## src/hw/rtl/pets_pkg.sv

```systemverilog
// Package: constants and codes shared by the task scheduler files.
package pets_pkg;

  localparam int MaxTasksDefault = 16;

  localparam logic [3:0] CMD_INIT      = 4'd0;
  localparam logic [3:0] CMD_START     = 4'd1;
  localparam logic [3:0] CMD_STOP      = 4'd2;
  localparam logic [3:0] CMD_SET_EVENT = 4'd3;
  localparam logic [3:0] CMD_TASK_DONE = 4'd4;
  localparam logic [3:0] CMD_LOCK      = 4'd5;
  localparam logic [3:0] CMD_UNLOCK    = 4'd6;
  localparam logic [3:0] CMD_SWITCH    = 4'd7;
  localparam logic [3:0] CMD_QUERY     = 4'd8;

  localparam logic [3:0] RC_OK          = 4'd0;
  localparam logic [3:0] RC_NO_TASKS    = 4'd1;
  localparam logic [3:0] RC_RUNNING     = 4'd2;
  localparam logic [3:0] RC_TOO_MANY    = 4'd3;
  localparam logic [3:0] RC_NOT_INIT    = 4'd4;
  localparam logic [3:0] RC_NOT_RUNNING = 4'd5;
  localparam logic [3:0] RC_LOCK_FULL   = 4'd6;
  localparam logic [3:0] RC_NOT_LOCKED  = 4'd7;
  localparam logic [3:0] RC_BAD_TASK    = 4'd8;

  localparam logic [1:0] ST_READY   = 2'd0;
  localparam logic [1:0] ST_WAITING = 2'd1;
  localparam logic [1:0] ST_RUNNING = 2'd2;
  localparam logic [1:0] ST_UNKNOWN = 2'd3;

  localparam logic [1:0] MODE_UNINIT   = 2'd0;
  localparam logic [1:0] MODE_INIT     = 2'd1;
  localparam logic [1:0] MODE_RUNNING  = 2'd2;
  localparam logic [1:0] MODE_SHUTDOWN = 2'd3;

  localparam logic [7:0] NO_TASK  = 8'hFF;
  localparam logic [7:0] CNT_MAX  = 8'hFF;

  localparam logic CFG_TASK_COUNT = 1'b0;
  localparam logic CFG_QUEUE_MASK = 1'b1;

endpackage

```

## src/hw/rtl/priority_event_task_scheduler.sv

```systemverilog
// Top level: fixed-priority preemptive task scheduler bookkeeping.
// Flow: each accepted command is executed and then reported as a result beat;
//   start sweeps MAX_TASKS entries and then scans before reporting; task done,
//   and unlock when it releases the last lock, scan down from the top first.
// Throughput: one command at a time; in_stall stays high until the result beat
//   has been taken.
// Reset (rst, synchronous): tables, flags, mode and control state cleared; command and result registers are not reset.
module priority_event_task_scheduler #(
  parameter int MAX_TASKS = pets_pkg::MaxTasksDefault
) (
  input  logic        clk,
  input  logic        rst,
  // command channel
  input  logic        in_valid,
  output logic        in_stall,
  input  logic [3:0]  command,
  input  logic [7:0]  task_req,
  // result channel
  output logic        out_valid,
  input  logic        out_stall,
  output logic [3:0]  result_code,
  output logic        switch_request,
  output logic        fresh_start,
  output logic [7:0]  current_task,
  output logic [3:0]  waiting_task,
  output logic [1:0]  task_state,
  output logic [7:0]  pending_events,
  output logic [31:0] switches_done,
  output logic [7:0]  lock_level,
  output logic [1:0]  run_mode,
  // configuration channel
  input  logic        cfg_valid,
  output logic        cfg_ready,
  input  logic        cfg_index,
  input  logic [15:0] cfg_data
);

  localparam int IW = $clog2(MAX_TASKS);

  typedef enum logic [2:0] {S_IDLE, S_EXEC, S_CLEAR, S_SCAN, S_REPORT, S_OUT} state_t;

  state_t      state;
  logic [3:0]  cmd;
  logic [7:0]  treq;
  logic [3:0]  rc;
  logic        sw;
  logic        fresh;
  logic        scan_cmp; // compare next level against running after the scan

  // task tables, held in flops (small and written at chosen addresses)
  logic [1:0]  status_tab [MAX_TASKS];
  logic [7:0]  event_tab  [MAX_TASKS];
  logic [31:0] switch_tab [MAX_TASKS];
  logic [MAX_TASKS-1:0] started;

  logic [7:0]  running_level;
  logic [IW-1:0] next_level;
  logic [7:0]  lock_count;
  logic [1:0]  mode;
  logic [7:0]  tasks_in_use;
  logic [7:0]  task_count;
  logic [15:0] queue_mask;
  logic [IW-1:0] idx;

  // the addressed task
  logic          valid_t;
  logic [IW-1:0] ti;
  logic          queues_t;
  logic [IW-1:0] nl_ti;
  logic [7:0]    ev_t;
  logic [1:0]    st_t;
  logic          rl_ok;
  logic [IW-1:0] rl_i;

  assign valid_t  = ({24'd0, treq} < 32'(MAX_TASKS));
  assign ti       = treq[IW-1:0];
  assign queues_t = (treq < 8'd16) && queue_mask[treq[3:0]];
  assign ev_t     = event_tab[ti];
  assign st_t     = status_tab[ti];
  assign rl_ok    = (running_level < tasks_in_use) &&
                    ({24'd0, running_level} < 32'(MAX_TASKS));
  assign rl_i     = running_level[IW-1:0];
  assign nl_ti    = ti;

  assign in_stall  = (state != S_IDLE);
  assign cfg_ready = (state == S_IDLE);

  always_ff @(posedge clk) begin
    if (rst) begin
      state         <= S_IDLE;
      out_valid     <= 1'b0;
      running_level <= 8'd0;
      next_level    <= '0;
      lock_count    <= 8'd0;
      mode          <= pets_pkg::MODE_UNINIT;
      tasks_in_use  <= 8'd0;
      task_count    <= 8'd0;
      queue_mask    <= 16'd0;
      started       <= '0;
      for (int i = 0; i < MAX_TASKS; i++) begin
        status_tab[i] <= pets_pkg::ST_READY;
        event_tab[i]  <= 8'd0;
        switch_tab[i] <= 32'd0;
      end
    end else begin
      unique case (state)
        S_IDLE: begin
          if (cfg_valid) begin
            if (cfg_index == pets_pkg::CFG_TASK_COUNT) task_count <= cfg_data[7:0];
            else queue_mask <= cfg_data;
          end
          if (in_valid) begin
            cmd      <= command;
            treq     <= task_req;
            rc       <= pets_pkg::RC_OK;
            sw       <= 1'b0;
            fresh    <= 1'b0;
            scan_cmp <= 1'b0;
            state    <= S_EXEC;
          end
        end
        S_EXEC: begin
          state <= S_REPORT;
          priority case (cmd)
            pets_pkg::CMD_INIT: begin
              if (task_count == 8'd0) rc <= pets_pkg::RC_NO_TASKS;
              else if (mode == pets_pkg::MODE_RUNNING) rc <= pets_pkg::RC_RUNNING;
              else if ({24'd0, task_count} > 32'(MAX_TASKS)) rc <= pets_pkg::RC_TOO_MANY;
              else begin
                tasks_in_use <= task_count;
                mode         <= pets_pkg::MODE_INIT;
              end
            end
            pets_pkg::CMD_START: begin
              if (mode == pets_pkg::MODE_UNINIT) rc <= pets_pkg::RC_NOT_INIT;
              else if (mode != pets_pkg::MODE_INIT) rc <= pets_pkg::RC_RUNNING;
              else begin
                idx   <= '0;
                state <= S_CLEAR;
              end
            end
            pets_pkg::CMD_STOP: begin
              if (mode == pets_pkg::MODE_RUNNING) begin
                mode <= pets_pkg::MODE_SHUTDOWN;
                sw   <= 1'b1;
              end else rc <= pets_pkg::RC_NOT_RUNNING;
            end
            pets_pkg::CMD_SET_EVENT: begin
              if (!valid_t) rc <= pets_pkg::RC_BAD_TASK;
              else if (queues_t && ev_t != 8'd0) begin
                if (ev_t != pets_pkg::CNT_MAX) event_tab[ti] <= ev_t + 8'd1;
                // status unchanged: check for preemption against stored status
                if (ti > next_level && st_t == pets_pkg::ST_WAITING) begin
                  next_level <= nl_ti;
                  if (lock_count == 8'd0) sw <= 1'b1;
                end
              end else begin
                event_tab[ti] <= 8'd1;
                if (st_t == pets_pkg::ST_READY) status_tab[ti] <= pets_pkg::ST_WAITING;
                if (ti > next_level &&
                    (st_t == pets_pkg::ST_READY || st_t == pets_pkg::ST_WAITING)) begin
                  next_level <= nl_ti;
                  if (lock_count == 8'd0) sw <= 1'b1;
                end
              end
            end
            pets_pkg::CMD_TASK_DONE: begin
              if (!valid_t) rc <= pets_pkg::RC_BAD_TASK;
              else begin
                started[ti] <= 1'b0;
                if (ti != '0) begin
                  if (queues_t && ev_t > 8'd1) event_tab[ti] <= ev_t - 8'd1;
                  else event_tab[ti] <= 8'd0;
                end
                sw    <= 1'b1;
                idx   <= IW'(MAX_TASKS - 1);
                state <= S_SCAN;
              end
            end
            pets_pkg::CMD_LOCK: begin
              if (lock_count != pets_pkg::CNT_MAX) lock_count <= lock_count + 8'd1;
              else rc <= pets_pkg::RC_LOCK_FULL;
            end
            pets_pkg::CMD_UNLOCK: begin
              if (lock_count == 8'd1) begin
                lock_count <= 8'd0;
                scan_cmp   <= 1'b1;
                idx        <= IW'(MAX_TASKS - 1);
                state      <= S_SCAN;
              end else if (lock_count > 8'd1) lock_count <= lock_count - 8'd1;
              else rc <= pets_pkg::RC_NOT_LOCKED;
            end
            pets_pkg::CMD_SWITCH: begin
              if (mode == pets_pkg::MODE_SHUTDOWN) mode <= pets_pkg::MODE_INIT;
              else if (lock_count == 8'd0 &&
                       (running_level != {{(8-IW){1'b0}}, next_level} ||
                        !started[next_level])) begin
                if (rl_ok) begin
                  if (started[rl_i] || event_tab[rl_i] != 8'd0)
                    status_tab[rl_i] <= pets_pkg::ST_WAITING;
                  else status_tab[rl_i] <= pets_pkg::ST_READY;
                end
                running_level          <= {{(8-IW){1'b0}}, next_level};
                status_tab[next_level] <= pets_pkg::ST_RUNNING;
                switch_tab[next_level] <= switch_tab[next_level] + 32'd1;
                if (!started[next_level]) begin
                  fresh               <= 1'b1;
                  started[next_level] <= 1'b1;
                end
              end
            end
            default: begin
              if (cmd == pets_pkg::CMD_QUERY && !valid_t) rc <= pets_pkg::RC_BAD_TASK;
            end
          endcase
        end
        S_CLEAR: begin
          // sweep the tasks in use, one per cycle; idle task ends up waiting
          if ({{(8-IW){1'b0}}, idx} < tasks_in_use) begin
            status_tab[idx] <= pets_pkg::ST_READY;
            event_tab[idx]  <= 8'd0;
            switch_tab[idx] <= 32'd0;
            started[idx]    <= 1'b0;
          end
          if (idx == IW'(MAX_TASKS - 1)) begin
            running_level <= pets_pkg::NO_TASK;
            mode          <= pets_pkg::MODE_RUNNING;
            lock_count    <= 8'd0;
            event_tab[0]  <= 8'd1;
            if (status_tab[0] == pets_pkg::ST_READY ||
                tasks_in_use != 8'd0) status_tab[0] <= pets_pkg::ST_WAITING;
            scan_cmp <= 1'b1;
            idx      <= IW'(MAX_TASKS - 1);
            state    <= S_SCAN;
          end else idx <= idx + 1'b1;
        end
        S_SCAN: begin
          // walk down from the top; stop at the first level with events, or at level 0
          if (event_tab[idx] != 8'd0 || idx == '0) begin
            next_level <= idx;
            if (scan_cmp && running_level != {{(8-IW){1'b0}}, idx}) sw <= 1'b1;
            state <= S_REPORT;
          end else idx <= idx - 1'b1;
        end
        S_REPORT: begin
          result_code    <= rc;
          switch_request <= sw;
          fresh_start    <= fresh;
          current_task   <= running_level;
          waiting_task   <= 4'(next_level);
          task_state     <= valid_t ? st_t : pets_pkg::ST_UNKNOWN;
          pending_events <= valid_t ? ev_t : 8'd0;
          switches_done  <= valid_t ? switch_tab[ti] : 32'd0;
          lock_level     <= lock_count;
          run_mode       <= mode;
          out_valid      <= 1'b1;
          state          <= S_OUT;
        end
        S_OUT: begin
          // hold the result beat until taken
          if (!out_stall) begin
            out_valid <= 1'b0;
            state     <= S_IDLE;
          end
        end
        default: state <= S_IDLE;
      endcase
    end
  end

endmodule

```

## config.mk

```make
export PLATFORM = sky130hd
export DESIGN_NAME = priority_event_task_scheduler
export DESIGN_NICKNAME = d
export VERILOG_FILES = /design/src/hw/rtl/pets_pkg.sv /design/src/hw/rtl/priority_event_task_scheduler.sv
export SDC_FILE = /design/constraint.sdc
export NUM_CORES = 2
export LEC_CHECK = 0
export BUFFER_PORTS_ARGS = -buffer_cell sky130_fd_sc_hd__clkbuf_2
export CAP_MARGIN = 10
export CORE_UTILIZATION = 49
export CTS_CLUSTER_SIZE = 16
export DETAILED_ROUTE_END_ITERATION = 12
export SLEW_MARGIN = 20
export SYNTH_ARGS = -nofsm -noshare
export SYNTH_HDL_FRONTEND = slang
export SYNTH_SLANG_ARGS = --single-unit
```

## constraint.sdc

```tcl
create_clock -name clk -period 5.5 [get_ports clk]
set_clock_uncertainty 0.1 [all_clocks]
set_input_delay 0.275 -clock clk [delete_from_list [all_inputs] [get_ports clk]]
set_output_delay 0.275 -clock clk [all_outputs]
set_load 0.03 [all_outputs]
```

# Word level (Yosys, flattened, before mapping)
# Memory sizes are Yosys's and may differ from the RTL's. A register that Yosys moved wholly into a read port is not among the register bits.
# Cells that the tools add are included.
op_classes:
  add_sub_neg: 7
  magnitude_cmp: 16
  eq_ne: 71
  n_mux: 208
  bitwise: 16
  n_reduce_logical: 67
ops:
  columns: ["op", "count"]
  rows:
  - ["4-bit two-way mux", 39]
  - ["8-bit two-way mux", 14]
  - ["1-bit two-way mux", 103]
  - ["16-bit two-way mux", 5]
  - ["3-bit != test, second input constant", 23]
  - ["32-bit two-way mux", 2]
  - ["16-bit case mux with 2 select lines", 2]
  - ["32-bit OR reduction", 2]
  - ["8-bit case mux with 2 select lines", 3]
  - ["32-bit by 1-bit adder with 32-bit output, second input constant", 1]
  - ["16-bit AND", 2]
  - ["2-bit != test, second input constant", 16]
  - ["16-bit inverter", 2]
  - ["8-bit nonzero test", 4]
  - ["4-bit != test, second input constant", 7]
  - ["4-bit case mux with 7 select lines", 1]
  - ["8-bit by 5-bit < comparator with 1-bit output, second input constant", 3]
  - ["2-bit two-way mux", 12]
  - ["3-bit two-way mux", 8]
  - ["8-bit != test, second input constant", 3]
  - ["4-bit case mux with 3 select lines", 2]
  - ["4-bit by 5-bit < comparator with 1-bit output, second input constant", 4]
  - ["3-bit case mux with 6 select lines", 1]
  - ["8-bit by 1-bit adder with 8-bit output, second input constant", 2]
  - ["54 further kinds", 124]
totals:
  ff_bits: 135
  mem_bits_rw: 672
  inputBits: 34
  out_inout_bits: 73
  word_cells: 414
  n_memories: 3
mem_list:
  columns: ["memory", "depth", "width", "rd", "rd_clocked_by_memory_dff", "write_ports", "line", "rtl"]
  rows:
  - ["switch_tab", 16, 32, 2, 2, 16, "priority_event_task_scheduler.sv:53", "logic [31:0] switch_tab [MAX_TASKS];"]
  - ["event_tab", 16, 8, 3, 3, 16, "priority_event_task_scheduler.sv:52", "logic [7:0] event_tab [MAX_TASKS];"]
  - ["status_tab", 16, 2, 2, 1, 16, "priority_event_task_scheduler.sv:51", "logic [1:0] status_tab [MAX_TASKS];"]

# Depth between registers and ports, before layout
logic_depth:
  ltp_word: 15
  ltp_mapped: 17
  depth_no_buf: 10

# Least setup slack after synthesis
# Ideal clock, no wire load.
synth_timing:
  path_kind: "input-to-reg"
  startpoint: "input port rst"
  endpoint: "register current_task[0] (enable)"
  setup_time_ns: 0.492
  arrival_ns: 3.742
  t_required_ns: 4.908
  path_slack_ns: 1.165
  path_stages: 4
  path_buffers: 3
  path_cell_list: "buf_1 -> clkbuf_1 -> clkbuf_1 -> nor2_1"
synth_between:
  elab_chain_cells: 2
synth_lines:
  columns: ["item", "line", "rtl"]
  rows:
  - ["from (decl)", "priority_event_task_scheduler.sv:12", "input logic rst,"]
  - ["1-bit inverter (no line)", null, null]
  - ["2-bit AND reduction (no line)", null, null]
  - ["to (signal assigned)", "priority_event_task_scheduler.sv:249", "current_task <= running_level;"]
  - ["to (decl)", "priority_event_task_scheduler.sv:24", "output logic [7:0] current_task,"]
# No other way between the ends.
# A chain may end at the register's enable or synchronous reset.

==> results.md <==
* Status: complete, no violations
* Wire length per cell at 29.9 µm
* Die Y at 303 µm
* Synth Cell Area at 44300 µm²
* Initial core utilization at 0.498
* Yosys synthesis warning count at 0
* Hold Fails Final Rpt at 0
* Met2 usage at 0.512
* CTS max path bufs at 3
* GR peak layer: met2
* Slew HR at 0.272
* Final setup violation count at 0
* Library cells used by synthesis at 104
* Crit-path max FO at 31
* Clk_lat worst skew at 0.68 ns
* Ranking of synthesized cells by area: edfxtp_1, mux4_2, nor2_1
* Largest area contributor in the netlist: edfxtp_1
* Post-layout util at 0.555
* Register area share after synthesis at 0.549
* Core box area at 88900 µm²
* CTS Root Cell: clkbuf_16
* Finished Layout Cells at 4643
* Pin count of the biggest net entering global routing at 138
* Placed insts at 4446
* Final period util at 0.876
* Ys async rst share at 0
* Hold crit path type: in -> reg
* Cells after Synth at 3339
* Commonest cells in the synthesized netlist: edfxtp_1, nor2_1, mux4_2
* GRT met1 Usage at 0.395
* Clock Pin Slew Worst Setup and Hold Paths at 0.06 ns
* Max Cap Viol at 0
* Initial antenna violation count at 2
* Nature of the critical path startpoint: register
* Arr. time, crit path at 5.18 ns
* Leak Pwr at 0.0167 µW
* Pwr/cell area at 379 nW/µm²
* Setup Buffers After CTS at 0
* Pwr Total at 18700 µW
* Die area at 91600 µm²
* CTS tree: built
* Gpl congestion at 0.927
* Initial drt markers at 3622
* IO buf count at 106
* Vias per cell at 6.66
* Vias in the first global route at 31229
* Final hold slack at 0.0663 ns
* Grt ovf at 0
* Via count at 30909
* VDD IR max at 0.289 mV
* Die width at 303 µm
* Share of cells above drive strength 1 at 0.244
* Critical Path End Type: register
* Max-slew violations at 0
* Worst-Margin Slew at 1.09 ns
* Cell Rows at 109
* I/O pin total at 107
* Area delta synth->final at 11.5%
* Pre-Repair DR Iteration Count at 6
* RSZ-0062 raised after global routing: false
* Total GRT Usage at 0.307
* Top-count cell post-synth: edfxtp_1
* Clock sinks at 849
* Drt drc at 0
* Met3 capacity usage during global routing at 0.0488
* Fillcell total at 7268
* Final Net Count at 3466
* Setup slack, reg-to-reg at 0.68 ns
* Number of CTS-inserted buffers at 92
* Routed WL at 139000 µm
* First-pass GRT wire length at 205000 µm
* Post-DRT Antenna Nets at 0
* Fmax at 0.208 GHz
* Synth top area share at 0.495
* Mean Syn Cell Area at 13.3 µm²
* Post-synth EDFFs at 730
* Crit path required time at 5.86 ns
* WS Path Type: reg -> reg
* Min Tclk post-route at 4.82 ns
* Dpl hpwl at 85600 µm
* Post-synth net total at 3398
* #FFs+latches synth at 849
* Htree depth at 3
* Setup TNS Final at 0 ns
* Ys flop type: edfxtp_1
## worst paths after layout
| kind | from | endpoint | cells past startpoint |
|---|---|---|---|
| max | register | event_tab[11][3] | 12 |
| min | cfg_index | task_count[4] | 4 |
| max reg2reg | register | event_tab[11][3] | 12 |
| min reg2reg | rc[3] | result_code[3] | 0 |
## registers in the layout, summed over array words and instances, names as in the netlist, 5 cells and up, named ones only
name            cells
tasks_in_use        8
current_task        5
running_level       5
queue_mask         16
lock_count          8
task_count          8
event_tab         128
status_tab         32
started            16
switches_done      32
switch_tab        512
lock_level          8
treq                8
pending_events      8
## layout make-up
type / count / area [µm²] / share of cell area
Antenna cell: 1 / 2.50 / 0.0000507
Clock buffer: 117 / 2480 / 0.0502
Clock inverter: 47 / 462 / 0.00935
Inverter: 33 / 124 / 0.00251
Multi-Input combinational cell: 2170 / 18500 / 0.375
Sequential cell: 849 / 24300 / 0.492
Tap cell: 1165 / 1460 / 0.0295
Timing Repair Buffer: 261 / 2020 / 0.0410
## power by group
part | switching (µW) | internal (µW) | leakage (µW) | total (µW)
Sequential | 389 | 7390 | 0.00841 | 7780
Combinational | 3070 | 1740 | 0.00684 | 4810
Clock | 2590 | 3550 | 0.00143 | 6140
Total | 6050 | 12700 | 0.0167 | 18700
## metal layers
| metal | vias up | wire length (µm) | share of wire |
|---|---|---|---|
| li1 | 12966 | - | - |
| met1 | 15843 | 51800 | 0.37 |
| met2 | 1739 | 68300 | 0.49 |
| met3 | 361 | 12100 | 0.087 |
| met4 | 0 | 6670 | 0.048 |
| met5 | - | 0 | 0 |
## kinds of logic (layout without fill, tap and decap cells)
logic type                 after synthesis  count (layout)  share of synthesized area
and+or+nand+nor                       1290            1290                      0.131
DFF                                    849             849                      0.549
muxes                                  446             446                      0.205
AOI/OAI and AO/OA                      365             365                     0.0614
buffers and inverters                  320             458                     0.0350
xor gates and xnor gates                44              44                     0.0118
adders and majority gates               25              25                    0.00706
other                                    0               1                          0
## through the flow
| stage | worst slack (ns) | area [µm²] |
|---|---|---|
| after floorplan | 1.17 | 44300 |
| after global placement | 0.847 | 46100 |
| after detailed placement | 0.669 | 46100 |
| after CTS | 0.647 | 49300 |
| after global routing | 0.364 | 49400 |
| final | 0.685 | 49400 |
## layout by cell type (no fill, tap or decap), types with 18 or more instances in the layout
cell type      count
nand3_1           97
nor2b_1           27
ha_1              25
dfxtp_1          115
a211oi_1          50
mux2i_1           64
inv_1             31
nor4_1            60
nor2_1           651
o21ai_0           56
mux4_2           358
and2_1            46
edfxtp_1         730
nand2_1          189
clkinv_1          18
buf_4            107
clkbuf_16         94
clkbuf_1          19
nor3_1            92
a21oi_1           67
clkbuf_2         105
dlygate4sd3_1     30
## worst max-delay path: stages, from the launching register on
cell,delay (ns)
dfxtp_2,0.59
buf_4,0.33
mux4_2,0.58
a221oi_2,0.54
inv_1,0.21
ha_1,0.25
nor3b_1,0.19
a311o_1,0.37
a21oi_1,0.47
o21ai_4,0.24
buf_16,0.24
buf_4,0.21
a211oi_1,0.26
## repair_timing
item | 4_1_cts | 5_1_grt
hold buffers | 30 | 0
hold endpoints to repair | 52 | 0
endpoints found under the setup margin | 0 | 0
resized for setup | 0 | 0
Note: power is estimated with default switching activity, not from simulation.
